## config.mk

```make
export PLATFORM = sky130hd
export DESIGN_NAME = scq_mul
export DESIGN_NICKNAME = d
export VERILOG_FILES = /design/src/design/scq_pkg.sv /design/src/design/scq_mul.sv
export SDC_FILE = /design/constraint.sdc
export NUM_CORES = 2
export LEC_CHECK = 0
export BUFFER_PORTS_ARGS = -buffer_cell sky130_fd_sc_hd__buf_4
export CORE_ASPECT_RATIO = 1.4
export CORE_MARGIN = 5
export CORE_UTILIZATION = 60
export DETAILED_ROUTE_END_ITERATION = 10
export MAX_ROUTING_LAYER = met4
export PLACE_DENSITY_LB_ADDON = 0.08
export RECOVER_POWER = 100
export SLEW_MARGIN = 20
export SYNTH_ARGS = -nofsm -noshare
export SYNTH_HDL_FRONTEND = slang
export SYNTH_SLANG_ARGS = --single-unit
```

## constraint.sdc

```tcl
create_clock -name clk_i -period 9.3 [get_ports clk_i]
set_input_delay 0.93 -clock clk_i [delete_from_list [all_inputs] [get_ports clk_i]]
set_output_delay 0.93 -clock clk_i [all_outputs]
set_load 0.05 [all_outputs]
```

## src/design/scq_pkg.sv

```systemverilog
// Shared constants, codes and types for the sparse CAR quadratic form block.
// Used by the channel interfaces, the iterative multiplier and the top level.
// Depends on nothing.
package scq_pkg;

  localparam int Sites     = 1024;
  localparam int SiteAw    = $clog2(Sites);
  localparam int IdxW      = 10;
  localparam int ValW      = 24;
  localparam int WsumW     = 16;
  localparam int RhoW      = 17;
  localparam int AccW      = 64;
  localparam int PdW       = 2 * ValW;
  localparam int FW        = 36;
  localparam int ProdW     = AccW + FW;
  localparam int MulDigitW = 16;
  localparam int MulSteps  = AccW / MulDigitW;
  localparam int MulCntW   = $clog2(MulSteps);
  localparam int FracShift = 24;
  localparam int WsumFrac  = 8;
  localparam int OneQ16    = 65536;

  typedef enum logic [1:0] {
    FN_SITE = 2'd0,
    FN_TRIP = 2'd1,
    FN_FIN  = 2'd2
  } scq_func_e;

  typedef enum logic [1:0] {
    OP_SITE,
    OP_TRIP,
    OP_FIN
  } scq_op_e;

  typedef enum logic [2:0] {
    ST_IDLE,
    ST_TRIP_RD,
    ST_ISSUE,
    ST_MUL,
    ST_SCALE,
    ST_ACC
  } scq_state_e;

  typedef struct packed {
    logic                   start;
    logic signed [AccW-1:0] a;
    logic signed [FW-1:0]   b;
  } scq_mul_req_t;

  typedef struct packed {
    logic             busy;
    logic             done;
    logic             neg;
    logic [ProdW-1:0] mag;
  } scq_mul_rsp_t;

endpackage

```

## src/design/scq_mul.sv

```systemverilog
// Iterative sign-magnitude multiplier, 64 by 36 bits, one 16-bit digit of A per cycle.
// Depends on scq_pkg for widths and the request/response structs.
module scq_mul import scq_pkg::*; (
  input  logic         clk_i,
  input  logic         rst_ni,
  input  scq_mul_req_t req_i,
  output scq_mul_rsp_t rsp_o
);

  localparam int PpW  = MulDigitW + FW;
  localparam int SumW = PpW + 1;
  localparam int HiW  = SumW - MulDigitW;

  logic               busy_q, busy_d;
  logic               done_q, done_d;
  logic [MulCntW-1:0] cnt_q, cnt_d;
  logic [AccW-1:0]    a_q, a_d;
  logic [FW-1:0]      b_q, b_d;
  logic               neg_q, neg_d;
  logic [HiW-1:0]     hi_q, hi_d;
  logic [AccW-1:0]    lo_q, lo_d;

  logic [AccW-1:0] a_raw;
  logic [FW-1:0]   b_raw;
  logic [PpW-1:0]  pp;
  logic [SumW-1:0] sum;

  always_comb begin
    a_raw  = req_i.a;
    b_raw  = req_i.b;
    pp     = PpW'(a_q[MulDigitW-1:0]) * PpW'(b_q);
    sum    = SumW'(hi_q) + SumW'(pp);
    busy_d = busy_q;
    done_d = 1'b0;
    cnt_d  = cnt_q;
    a_d    = a_q;
    b_d    = b_q;
    neg_d  = neg_q;
    hi_d   = hi_q;
    lo_d   = lo_q;
    if (req_i.start) begin
      // Magnitudes; the most negative A maps to 2^63, which still fits.
      a_d    = a_raw[AccW-1] ? (~a_raw + 1'b1) : a_raw;
      b_d    = b_raw[FW-1] ? (~b_raw + 1'b1) : b_raw;
      neg_d  = a_raw[AccW-1] ^ b_raw[FW-1];
      hi_d   = '0;
      cnt_d  = '0;
      busy_d = 1'b1;
    end else if (busy_q) begin
      lo_d  = {sum[MulDigitW-1:0], lo_q[AccW-1:MulDigitW]};
      hi_d  = sum[SumW-1:MulDigitW];
      a_d   = a_q >> MulDigitW;
      cnt_d = cnt_q + 1'b1;
      if (cnt_q == MulCntW'(MulSteps - 1)) begin
        busy_d = 1'b0;
        done_d = 1'b1;
      end
    end
  end

  always_ff @(posedge clk_i or negedge rst_ni) begin
    if (!rst_ni) begin
      busy_q <= 1'b0;
      done_q <= 1'b0;
      cnt_q  <= '0;
    end else begin
      busy_q <= busy_d;
      done_q <= done_d;
      cnt_q  <= cnt_d;
    end
  end

  always_ff @(posedge clk_i) begin
    a_q   <= a_d;
    b_q   <= b_d;
    neg_q <= neg_d;
    hi_q  <= hi_d;
    lo_q  <= lo_d;
  end

  assign rsp_o.busy = busy_q;
  assign rsp_o.done = done_q;
  assign rsp_o.neg  = neg_q;
  assign rsp_o.mag  = ProdW'({hi_q, lo_q});

endmodule

```

==> reports/results.ini <==
[run]
drv_cap=7

[synthesis]
synth_ff_type=edfxtp_1
syn_avg_cell_area_um2=9.41
synth_edf_count=165
yosysUniqueCellTypes=75
syn_area_mm2=0.0287
ys_seq_area_share_pct=20.2
synth_nets=3798
synth_warnings=0
synthCells=3050
ys_ff_latch=206
async_flop_share_pct=1.94

[global_route]
grt_max_degree=106
track_usage_pct=31.6
grt_pass1_vias=23300
grt_first_pass_wirelength_um=125000
antenna_found_initial=0
grt.overflow.total=0

[clocking]
cts_resized=0
numCtsBuffers=24
clk_latency_ns=0.59
htreeDepth=1
cts_setup_buffers=0
clkSlewWorstSetupHoldPaths_ns=0.07
hold_buffers=0
cts.sinks=206
cts-root-buf=clkbuf_16
cts_tree=built
cts.path.max_buffers=3

[detailed_routing]
first_iter_violations=1021
wl_met2_um=44000
dr.max_layer_used=met4
viasPerCell=5.64
met3WireLength_um=3330
firstDrtPassIters=5
drc=0
wl_per_cell_um=21.0
vias=21200
drtAntennaViolNets=0
wirelength_met1_um=26200
wl_um=79100

[critical_path]
cp_top_family=adder cells
start_kind=flop
setup.worst_path.start=a_q[6]
crit_fanout=19
worstPathCellList=clkbuf_1 -> nand2_1 -> fa_1 -> fa_1 -> inv_1 -> ha_1 -> inv_1 -> fa_1 -> fa_1 -> inv_1 -> fa_1 -> ha_1 -> o211ai_1 -> a21oi_1 -> o311ai_0 -> a211oi_1 -> or2_0 -> a211oi_2 -> a21oi_1 -> or4_1 -> o311ai_0
crit_required_ns=9.71
reg2reg_slack_ns=0.97
crit_path_max_incr_delay_ns=0.99
crit_top_cell=fa_1
cp_slowest_cell=edfxtp_1
cp_num_buf_inv=4
r2r_start=a_q[6]
worstPathArrival_ns=8.73
critical_path_class=reg2reg
end_kind=flop

[cells_and_area]
area_growth_pct=7.23
drive_above_1_share_pct=6.08
final_cell_mix=657 x inv_1, 512 x fa_1, 474 x nand2_1
finalNonFillerCells=3767
fin_area_mm2=0.0308
final_common_cell=inv_1
diodes=0
layout.nets=3875

[sta]
timing.final.crit_share_pct=89.5
tns_ns=0
skew_ns=0.0403
rsz0062_at_grt=false
finalHoldViolCount=0
maxSlewViolCount=376
setup_violations=0
fmax_mhz=120
period_needed_ns=8.33
worstMarginPinSlew_ns=4.11
relSlewSlack_pct=-174

[place]
gp_congestion=0.960
numPortBuffers=205
placed_cell_area_mm2=0.0304
dp.cells=3724
dp_hpwl_um=65200

[hold_path]
hold_path_class=in2async

[floorplan]
rows=94
core_region_area_mm2=0.0472
dieWidth_um=195
dieHeight_um=269
pin_count=206
floorplan.initialDensity_pct=60.8
design.die.area_mm2=0.0524

[status]
status=complete, but fails checks
violations=capacitance limit, slew limit

[cells by family (layout without fill, tap and decap cells)]
logic type	Yosys count	after routing	synth area share (%)
XOR/XNOR	135	135	4.12
AND/OR/NAND/NOR	878	878	14.6
buffers and inverters	843	936	11.5
adder cells (fa/ha/maj)	645	645	41.5
AO/OA/AOI/OAI	331	331	7.58
flip-flops	206	206	20.2
multiplexers	12	12	0.423
[Yosys cell counts (all sizes together) (16+ instances only)]
library cell  instances  share of area, %
ha                  133               5.8
o21ai                63               1.1
fa                  512                36
xor2                 70               2.1
xnor2                65               2.0
o22ai                19              0.41
nor2                 90               1.2
a21oi               102               1.8
nand2               474               6.2
nand3                16              0.30
o31ai                31              0.86
buf                  43               1.1
o41ai                17              0.66
dfxtp                37               2.6
inv                 657               8.6
or4                  17              0.52
and2                195               4.3
edfxtp              165                17
clkbuf              142               1.9
a21o                 30              0.78
[layout make-up]
class,instances,area (um2)
clock inverters,17,206
fillers,3951,16400
well taps,624,781
flip-flops and latches,206,5800
inverters,658,2470
clock buffers,25,604
multi-input cells,2001,19600
repair buffers,236,1350
[flip-flops by register name (all words and copies together) (netlist names)]
| register | cells |
|---|---|
| b_q | 36 |
| lo_q | 64 |
| hi_q | 37 |
| neg_q | 1 |
| cnt_q | 2 |
| done_q | 1 |
| busy_q | 1 |
| a_q | 64 |
[through the flow]
| stage | setup WS, ns | utilization (%) | hold slack, ns |
|---|---|---|---|
| floorplan | 2.72 | - | 0.454 |
| global placement | 1.79 | 64.5 | 0.432 |
| detailed placement | 1.67 | 64.5 | 0.434 |
| CTS | 1.63 | 66.2 | 0.129 |
| global route | 0.628 | 65.2 | 0.194 |
| finish | 0.975 | 65.2 | 0.187 |
[layer usage]
layer | track usage [%] | vias up
li1 | - | 9453
met4 | 18.4 | 0
met1 | 32.4 | 10800
met2 | 58.9 | 696
met5 | - | -
met3 | 2.92 | 257
[final timing paths]
| kind | to | depth (start not counted) |
|---|---|---|
| setup / recovery | hi_q[29] | 21 |
| hold / removal | cnt_q[1] | 1 |
| setup reg to reg | hi_q[29] | 21 |
| hold reg to reg | lo_q[39] | 0 |
| max in group asynchronous | busy_q | 1 |
| min in group clk_i | lo_q[39] | 0 |
Power is not shown: default switching activity piles up to over one toggle a cycle in this logic, so the estimate is an artifact.
