`config.mk`:
```
export PLATFORM = sky130hd
export DESIGN_NAME = scq_ram
export DESIGN_NICKNAME = d
export VERILOG_FILES = /design/src/design/scq_ram.sv
export SDC_FILE = /design/constraint.sdc
export NUM_CORES = 1
export LEC_CHECK = 0
export ABC_AREA = 1
export BUFFER_PORTS_ARGS = -buffer_cell sky130_fd_sc_hd__buf_2
export CAP_MARGIN = 20
export CELL_PAD_IN_SITES_DETAIL_PLACEMENT = 1
export CELL_PAD_IN_SITES_GLOBAL_PLACEMENT = 2
export CORE_MARGIN = 10
export CORE_UTILIZATION = 41
export CTS_CLUSTER_DIAMETER = 100
export DETAILED_ROUTE_END_ITERATION = 6
export GPL_TIMING_DRIVEN = 0
export PLACE_DENSITY = 0.83
export SYNTH_ARGS = -nofsm -noshare
export SYNTH_HDL_FRONTEND = slang
export SYNTH_SLANG_ARGS = --single-unit
export TNS_END_PERCENT = 10
```
`constraint.sdc`:
```
create_clock -name clk_i -period 1.55 [get_ports clk_i]
set_clock_uncertainty 0.15 [all_clocks]
set_input_delay 0.31 -clock clk_i [delete_from_list [all_inputs] [get_ports clk_i]]
set_output_delay 0.31 -clock clk_i [all_outputs]
set_load 0.05 [all_outputs]
```
`src/design/scq_ram.sv`:
```
// Generic single-port-write, single-port-read synchronous RAM with registered read data.
// Depends on nothing.
module scq_ram #(
  parameter int Width = 8,
  parameter int Depth = 16
) (
  input  logic                     clk_i,
  input  logic                     we_i,
  input  logic [$clog2(Depth)-1:0] waddr_i,
  input  logic [Width-1:0]         wdata_i,
  input  logic                     re_i,
  input  logic [$clog2(Depth)-1:0] raddr_i,
  output logic [Width-1:0]         rdata_o
);

  logic [Width-1:0] mem_q [Depth];
  logic [Width-1:0] rdata_q;

  always_ff @(posedge clk_i) begin
    if (we_i) begin
      mem_q[waddr_i] <= wdata_i;
    end
    if (re_i) begin
      rdata_q <= mem_q[raddr_i];
    end
  end

  assign rdata_o = rdata_q;

endmodule

```
==> results of run 1 <==
-- worst max-delay path, cell delays in order --
cell,delay [ns]
buf_2,0.12
nand3b_1,0.29
nor2_1,0.73
-- flip-flops by register name, summed over array words and instances, names as in the netlist --
register  flops
mem_q       128
rdata_o       8
-- timing repair --
action / in CTS / in global routing
endpoints found under the setup margin: 0 / 25
hold buffers: 0 / 0
gates resized for setup: 0 / 2
hold endpoints to repair: 0 / 0
-- cells in the final DEF (no fill, tap or decap) --
| master | Yosys | final |
|---|---|---|
| buf_1 | 1 | 1 |
| buf_2 | 13 | 36 |
| buf_4 | 4 | 4 |
| buf_6 | 6 | 6 |
| clkbuf_16 | 0 | 17 |
| clkinv_1 | 0 | 5 |
| clkinv_2 | 0 | 3 |
| clkinv_4 | 0 | 2 |
| clkinvlp_4 | 0 | 5 |
| edfxtp_1 | 136 | 136 |
| inv_1 | 100 | 100 |
| inv_2 | 2 | 2 |
| nand2_1 | 173 | 173 |
| nand3_1 | 97 | 97 |
| nand3b_1 | 2 | 2 |
| nor2_1 | 17 | 15 |
| nor2_2 | 0 | 2 |
-- metal layers --
layer	vias up	GRT usage
met4	0	0.06260
met5	-	0
li1	1870	-
met2	103	0.2700
met1	1972	0.2209
met3	24	0.04423
-- how the worst max path moves through the flow --
stage | endpoint | slack, ns
global placement | mem_q[6][4] | -0.40
CTS | mem_q[8][1] | 0.02
detailed placement | mem_q[13][3] | -0.42
floorplan | mem_q[10][0] | 0.14
finish | mem_q[7][3] | 0.005
global route | mem_q[7][4] | -0.03
-- cell type report --
class	count	area share
plain buffers	24	0.02481
clock buffers	17	0.06343
clock inverters	15	0.01325
inverters	102	0.05709
multi-input cells	289	0.1817
flip-flops and latches	136	0.6090
well taps	180	0.03358
repair buffers	23	0.01716
-- kinds of logic (layout without fill, tap and decap cells) --
kind of cell,Yosys count,after routing,share of synthesized area
AND/OR/NAND/NOR,289,289,0.2076
flip-flops,136,136,0.6985
buffers and inverters,126,181,0.09394
-- power breakdown --
part           internal (mW)  switching [mW]
clock network           2.00            1.53
logic                  0.155           0.459
registers               4.14          0.0200
total                   6.30            2.00
-- Yosys cell counts, drive strengths merged --
master	number	area, um2
buf	24	166.4
edfxtp	136	4084
inv	102	382.9
nand2	173	649.4
nand3	97	485.5
nand3b	2	15.01
nor2	17	63.81
==> flow_metrics.py, run 1 <==
metrics = {
    "final_layout": {
        "seqCellArea_um2": 4084,
        "post-route-util": 0.4813,
        "area_growth_pct": 14.70,
        "fin_area_um2": 6706,
        "diodes": 0,
        "final_cells": 786,
        "fill_cells": 1545,
        "layout-drive-gt1-share": 0.1271,
        "finalNetCount": 612,
        "multiInputGateArea_um2": 1219,
    },
    "sta": {
        "tns_ns": 0,
        "slew_headroom": 0.3948,
        "fmax_mhz": 647.1,
        "worst_slew_pin_slew_ns": 0.9044,
        "setup_slack_ns": 0.004754,
        "whs_ns": 0.06007,
        "rsz0062_at_grt": "yes",
        "finalCriticalPeriod_ns": 1.545,
        "hold_violations": 0,
        "setup_viol": 0,
        "post-route-period-util": 0.9969,
        "drv_slew": 0,
    },
    "routing": {
        "viasPerCell": 5.050,
        "final_antenna_net_count": 0,
        "drt_iter0_markers": 397,
        "wl_per_cell_um": 20.35,
        "wl_um": 15990,
        "drc": 0,
        "routed.top_layer": "met4",
        "vias": 3969,
        "wl_met1_um": 7335,
        "wl_met2_um": 7566,
        "wl_met3_um": 805,
        "drt_pass1_iterations": 5,
    },
    "placement": {
        "routabilityCongestion": 0.8642,
        "place_ws_ns": -0.4167,
        "io_buffers": 23,
        "placed_area_um2": 6187,
        "dp_cells": 754,
        "hpwlAfterDp_um": 10880,
    },
    "yosys": {
        "yosys_warnings": 0,
        "ys_ff_latch": 136,
        "syn_area_um2": 5847,
        "synth_cell_type_count": 11,
        "synth_nets": 570,
        "seq_area_frac_synth": 0.6985,
        "synth_cells": 551,
        "syn_area_per_cell_um2": 10.61,
    },
    "run_status": {
        "status": "finished clean",
    },
    "worst_setup_path": {
        "crit_path_max_fanout": 8,
        "worstRegToRegCells": 6,
        "reg2reg_to": "rdata_o[1]",
        "startpoint": "waddr_i[3]",
        "required_ns": 1.45,
        "endpoint_kind": "flop",
        "start_kind": "input pin",
        "r2r-start": "mem_q[4][1]",
        "reg2reg_setup_slack_ns": 0.19,
        "critPathArrivalTime_ns": 1.45,
        "criticalPathCategory": "in -> reg",
    },
    "flow_run": {
        "cap_violations": 0,
    },
    "floorplan": {
        "die_w_um": 139.4,
        "dieArea_um2": 19440,
        "die_h_um": 139.4,
        "rows": 43,
        "design.core.area_um2": 13930,
        "initial_core_util": 0.4196,
        "io_pins": 27,
    },
    "cts": {
        "htree_levels": 4,
        "clock_tree.root_cell": "clkbuf_16",
        "path_clk_slew_ns": 0.06,
        "cts_setup_buffers": 0,
        "cts_buffers": 17,
        "cts_tree": "done",
        "insertion_delay_ns": 0.43,
        "clock_sinks": 136,
        "cts.path.max_buffers": 2,
    },
    "global_routing": {
        "grt_pass1_vias": 4211,
        "grt_pass1_wl_um": 24810,
        "grt_start_max_net_pins": 17,
        "gr-total-overflow": 0,
        "antenna_found_initial": 0,
        "grt.total_usage": 0.1709,
    },
    "power": {
        "cellPowerDensity_nw_per_um2": 1238,
        "power_mw": 8.303,
        "p_leak_nw": 2.863,
        "vdd_drop_max_v": 0.0007200,
    },
    "worst_hold_path": {
        "worstHoldStart": "re_i",
        "hold_path.class": "in -> reg",
        "whs_path_depth": 1,
        "holdPathEnd": "rdata_o[1]",
    },
}
Power figures use the tool's default switching activity.
==> run 2: changes to the inputs <==
--- a/config.mk
+++ b/config.mk
@@ -10,12 +10,12 @@
 export CAP_MARGIN = 20
 export CELL_PAD_IN_SITES_DETAIL_PLACEMENT = 1
 export CELL_PAD_IN_SITES_GLOBAL_PLACEMENT = 2
-export CORE_MARGIN = 10
 export CORE_UTILIZATION = 41
 export CTS_CLUSTER_DIAMETER = 100
 export DETAILED_ROUTE_END_ITERATION = 6
 export GPL_TIMING_DRIVEN = 0
 export PLACE_DENSITY = 0.83
+export SKIP_LAST_GASP = 1
 export SYNTH_ARGS = -nofsm -noshare
 export SYNTH_HDL_FRONTEND = slang
 export SYNTH_SLANG_ARGS = --single-unit
==> run 2 against run 1 <==
  * The flow now finishes with violations (setup timing)
  * Setup slack worse by 0.064 ns
  * Cell area up 1.8%
  * Routed wire length up 4.3%
  * Combinational power up 1%
  * Via count up 1.2%
  * Critical path type unchanged
  * Register-to-register slack worse by 0.02 ns
  * Count of clock-buffer cells in the layout up 2
  * Largest power group is now clock
  * Total power up 10%
  * Critical endpoint is now mem_q[6][2]
==> flow_metrics.py, run 2 (same netlist as run 1, synthesis figures left out) <==
metrics = {
    "final_layout": {
        "layout-drive-gt1-share": 0.1287,
        "diodes": 0,
        "largest_reg_flops": 128,
        "layout_commonest_cell": "nand2_1",
        "finalNetCount": 612,
        "largest-register": "mem_q",
        "layout_common_cells": "173 x nand2_1, 136 x edfxtp_1, 100 x inv_1",
        "area_growth_pct": 16.73,
    },
    "cts": {
        "path_clk_slew_ns": 0.06,
        "cts_buffers": 17,
        "cts.path.max_buffers": 2,
        "clock_tree.root_cell": "clkbuf_16",
        "insertion_delay_ns": 0.43,
        "cts_setup_buffers": 0,
        "clock_sinks": 136,
        "htree_levels": 4,
        "ctsHoldBuffers": 0,
        "cts_tree": "done",
    },
    "routing": {
        "drt_pass1_iterations": 5,
        "vias": 4016,
        "viasPerCell": 5.109,
        "final_antenna_net_count": 0,
        "drc": 0,
        "drt_iter0_markers": 311,
        "wl_um": 16690,
        "wl_per_cell_um": 21.23,
    },
    "sta": {
        "setup_slack_ns": -0.05935,
        "fmax_mhz": 621.4,
        "finalCriticalPeriod_ns": 1.609,
        "tns_ns": -0.4389,
        "post-route-period-util": 1.038,
        "slew_headroom": 0.3215,
        "drv_slew": 0,
        "setup_viol": 8,
        "rsz0062_at_grt": "yes",
        "whs_ns": 0.09422,
        "hold_violations": 0,
        "worst_slew_pin_slew_ns": 1.014,
    },
    "floorplan": {
        "rows": 43,
        "design.core.area_um2": 13880,
        "io_pins": 27,
        "die_h_um": 121.4,
        "dieArea_um2": 14740,
        "initial_core_util": 0.4212,
        "die_w_um": 121.4,
    },
    "worst_setup_path": {
        "r2r-start": "mem_q[0][1]",
        "required_ns": 1.45,
        "crit_path_max_fanout": 8,
        "worstRegToRegCells": 6,
        "start_kind": "input pin",
        "reg2reg_to": "rdata_o[1]",
        "endpoint_kind": "flop",
        "criticalPathCategory": "in -> reg",
        "reg2reg_setup_slack_ns": 0.17,
        "critPathArrivalTime_ns": 1.51,
    },
    "global_routing": {
        "grt_pass1_vias": 4204,
        "grt.total_usage": 0.2504,
        "antenna_found_initial": 0,
        "gr-total-overflow": 0,
        "grt_start_max_net_pins": 17,
        "grt_pass1_wl_um": 25260,
    },
    "power": {
        "power_mw": 9.157,
        "cellPowerDensity_nw_per_um2": 1342,
        "p_leak_nw": 2.922,
        "vdd_drop_max_v": 0.0008054,
    },
    "placement": {
        "io_buffers": 23,
        "hpwlAfterDp_um": 10680,
        "routabilityCongestion": 0.7958,
    },
    "flow_run": {
        "cap_violations": 0,
    },
    "worst_hold_path": {
        "holdPathEnd": "rdata_o[4]",
        "hold_path.class": "in -> reg",
        "worstHoldStart": "re_i",
        "whs_path_depth": 1,
    },
    "run_status": {
        "violations": "setup timing",
        "status": "finished with violations",
    },
}
-- run 2: cell types whose count changed in the layout (fill, tap and decap cells not counted) --
| cell | previous run | this run |
|---|---|---|
| bufinv_16 | 0 | 5 |
| clkbuf_1 | 0 | 2 |
| clkinv_1 | 5 | 1 |
| clkinv_2 | 3 | 2 |
| clkinv_4 | 2 | 1 |
| clkinvlp_4 | 5 | 4 |
| nor2_1 | 15 | 16 |
| nor2_2 | 2 | 1 |
-- run 2: worst max-delay path by stage --
stage,startpoint,endpoint,slack (ns),depth (start not counted)
6_report,waddr_i[3],mem_q[6][2],-0.06,3
5_1_grt,waddr_i[3],mem_q[7][2],-0.06,3
4_1_cts,waddr_i[3],mem_q[6][2],-0.02,3
3_5_place_dp,waddr_i[3],mem_q[5][1],-0.47,3
3_3_place_gp,waddr_i[3],mem_q[5][1],-0.45,3
2_1_floorplan,waddr_i[2],mem_q[10][0],0.14,2
-- run 2: critical path, cell delays in order --
cell and delay [ns]:
buf_2 0.12, nand3b_1 0.25, nor2_1 0.81
-- run 2: per-stage QoR --
step                      instance area (um2)    util  setup WS (ns)  std cells
final                                    6825  0.4917       -0.05935        786
after global placement                   6187  0.4457        -0.4484        754
after CTS                                6825  0.4917       -0.02299        786
after global routing                     6825  0.4917       -0.05509        786
after floorplan                          5847       -         0.1392        551
after detailed placement                 6187  0.4457        -0.4746        754
-- run 2: final cells by class --
cell class	instances	area, um2
clock buffers	19	432.9
fillers	1543	7056
plain buffers	24	166.4
clock inverters	13	202.7
inverters	102	382.9
repair buffers	23	115.1
multi-input cells	289	1216
well taps	180	225.2
flip-flops and latches	136	4084
-- run 2: per-layer routing --
| metal | track usage | routed length [um] |
|---|---|---|
| met3 | 0.04558 | 830 |
| met1 | 0.3310 | 7290 |
| met5 | 0 | 0 |
| met4 | 0.1057 | 341 |
| met2 | 0.4041 | 8226 |
-- run 2: what timing repair did --
action / 4_1_cts / 5_1_grt
gates cloned: 0 / 0
setup endpoints to repair: 19 / 44
resized for setup: 1 / 0
-- run 2: where the power goes --
group / leakage, nW / internal, mW / switching, mW
clock network: 0.297 / 2.84 / 1.53
registers: 1.24 / 4.15 / 0.0223
logic: 1.39 / 0.155 / 0.468
total: 2.92 / 7.14 / 2.02
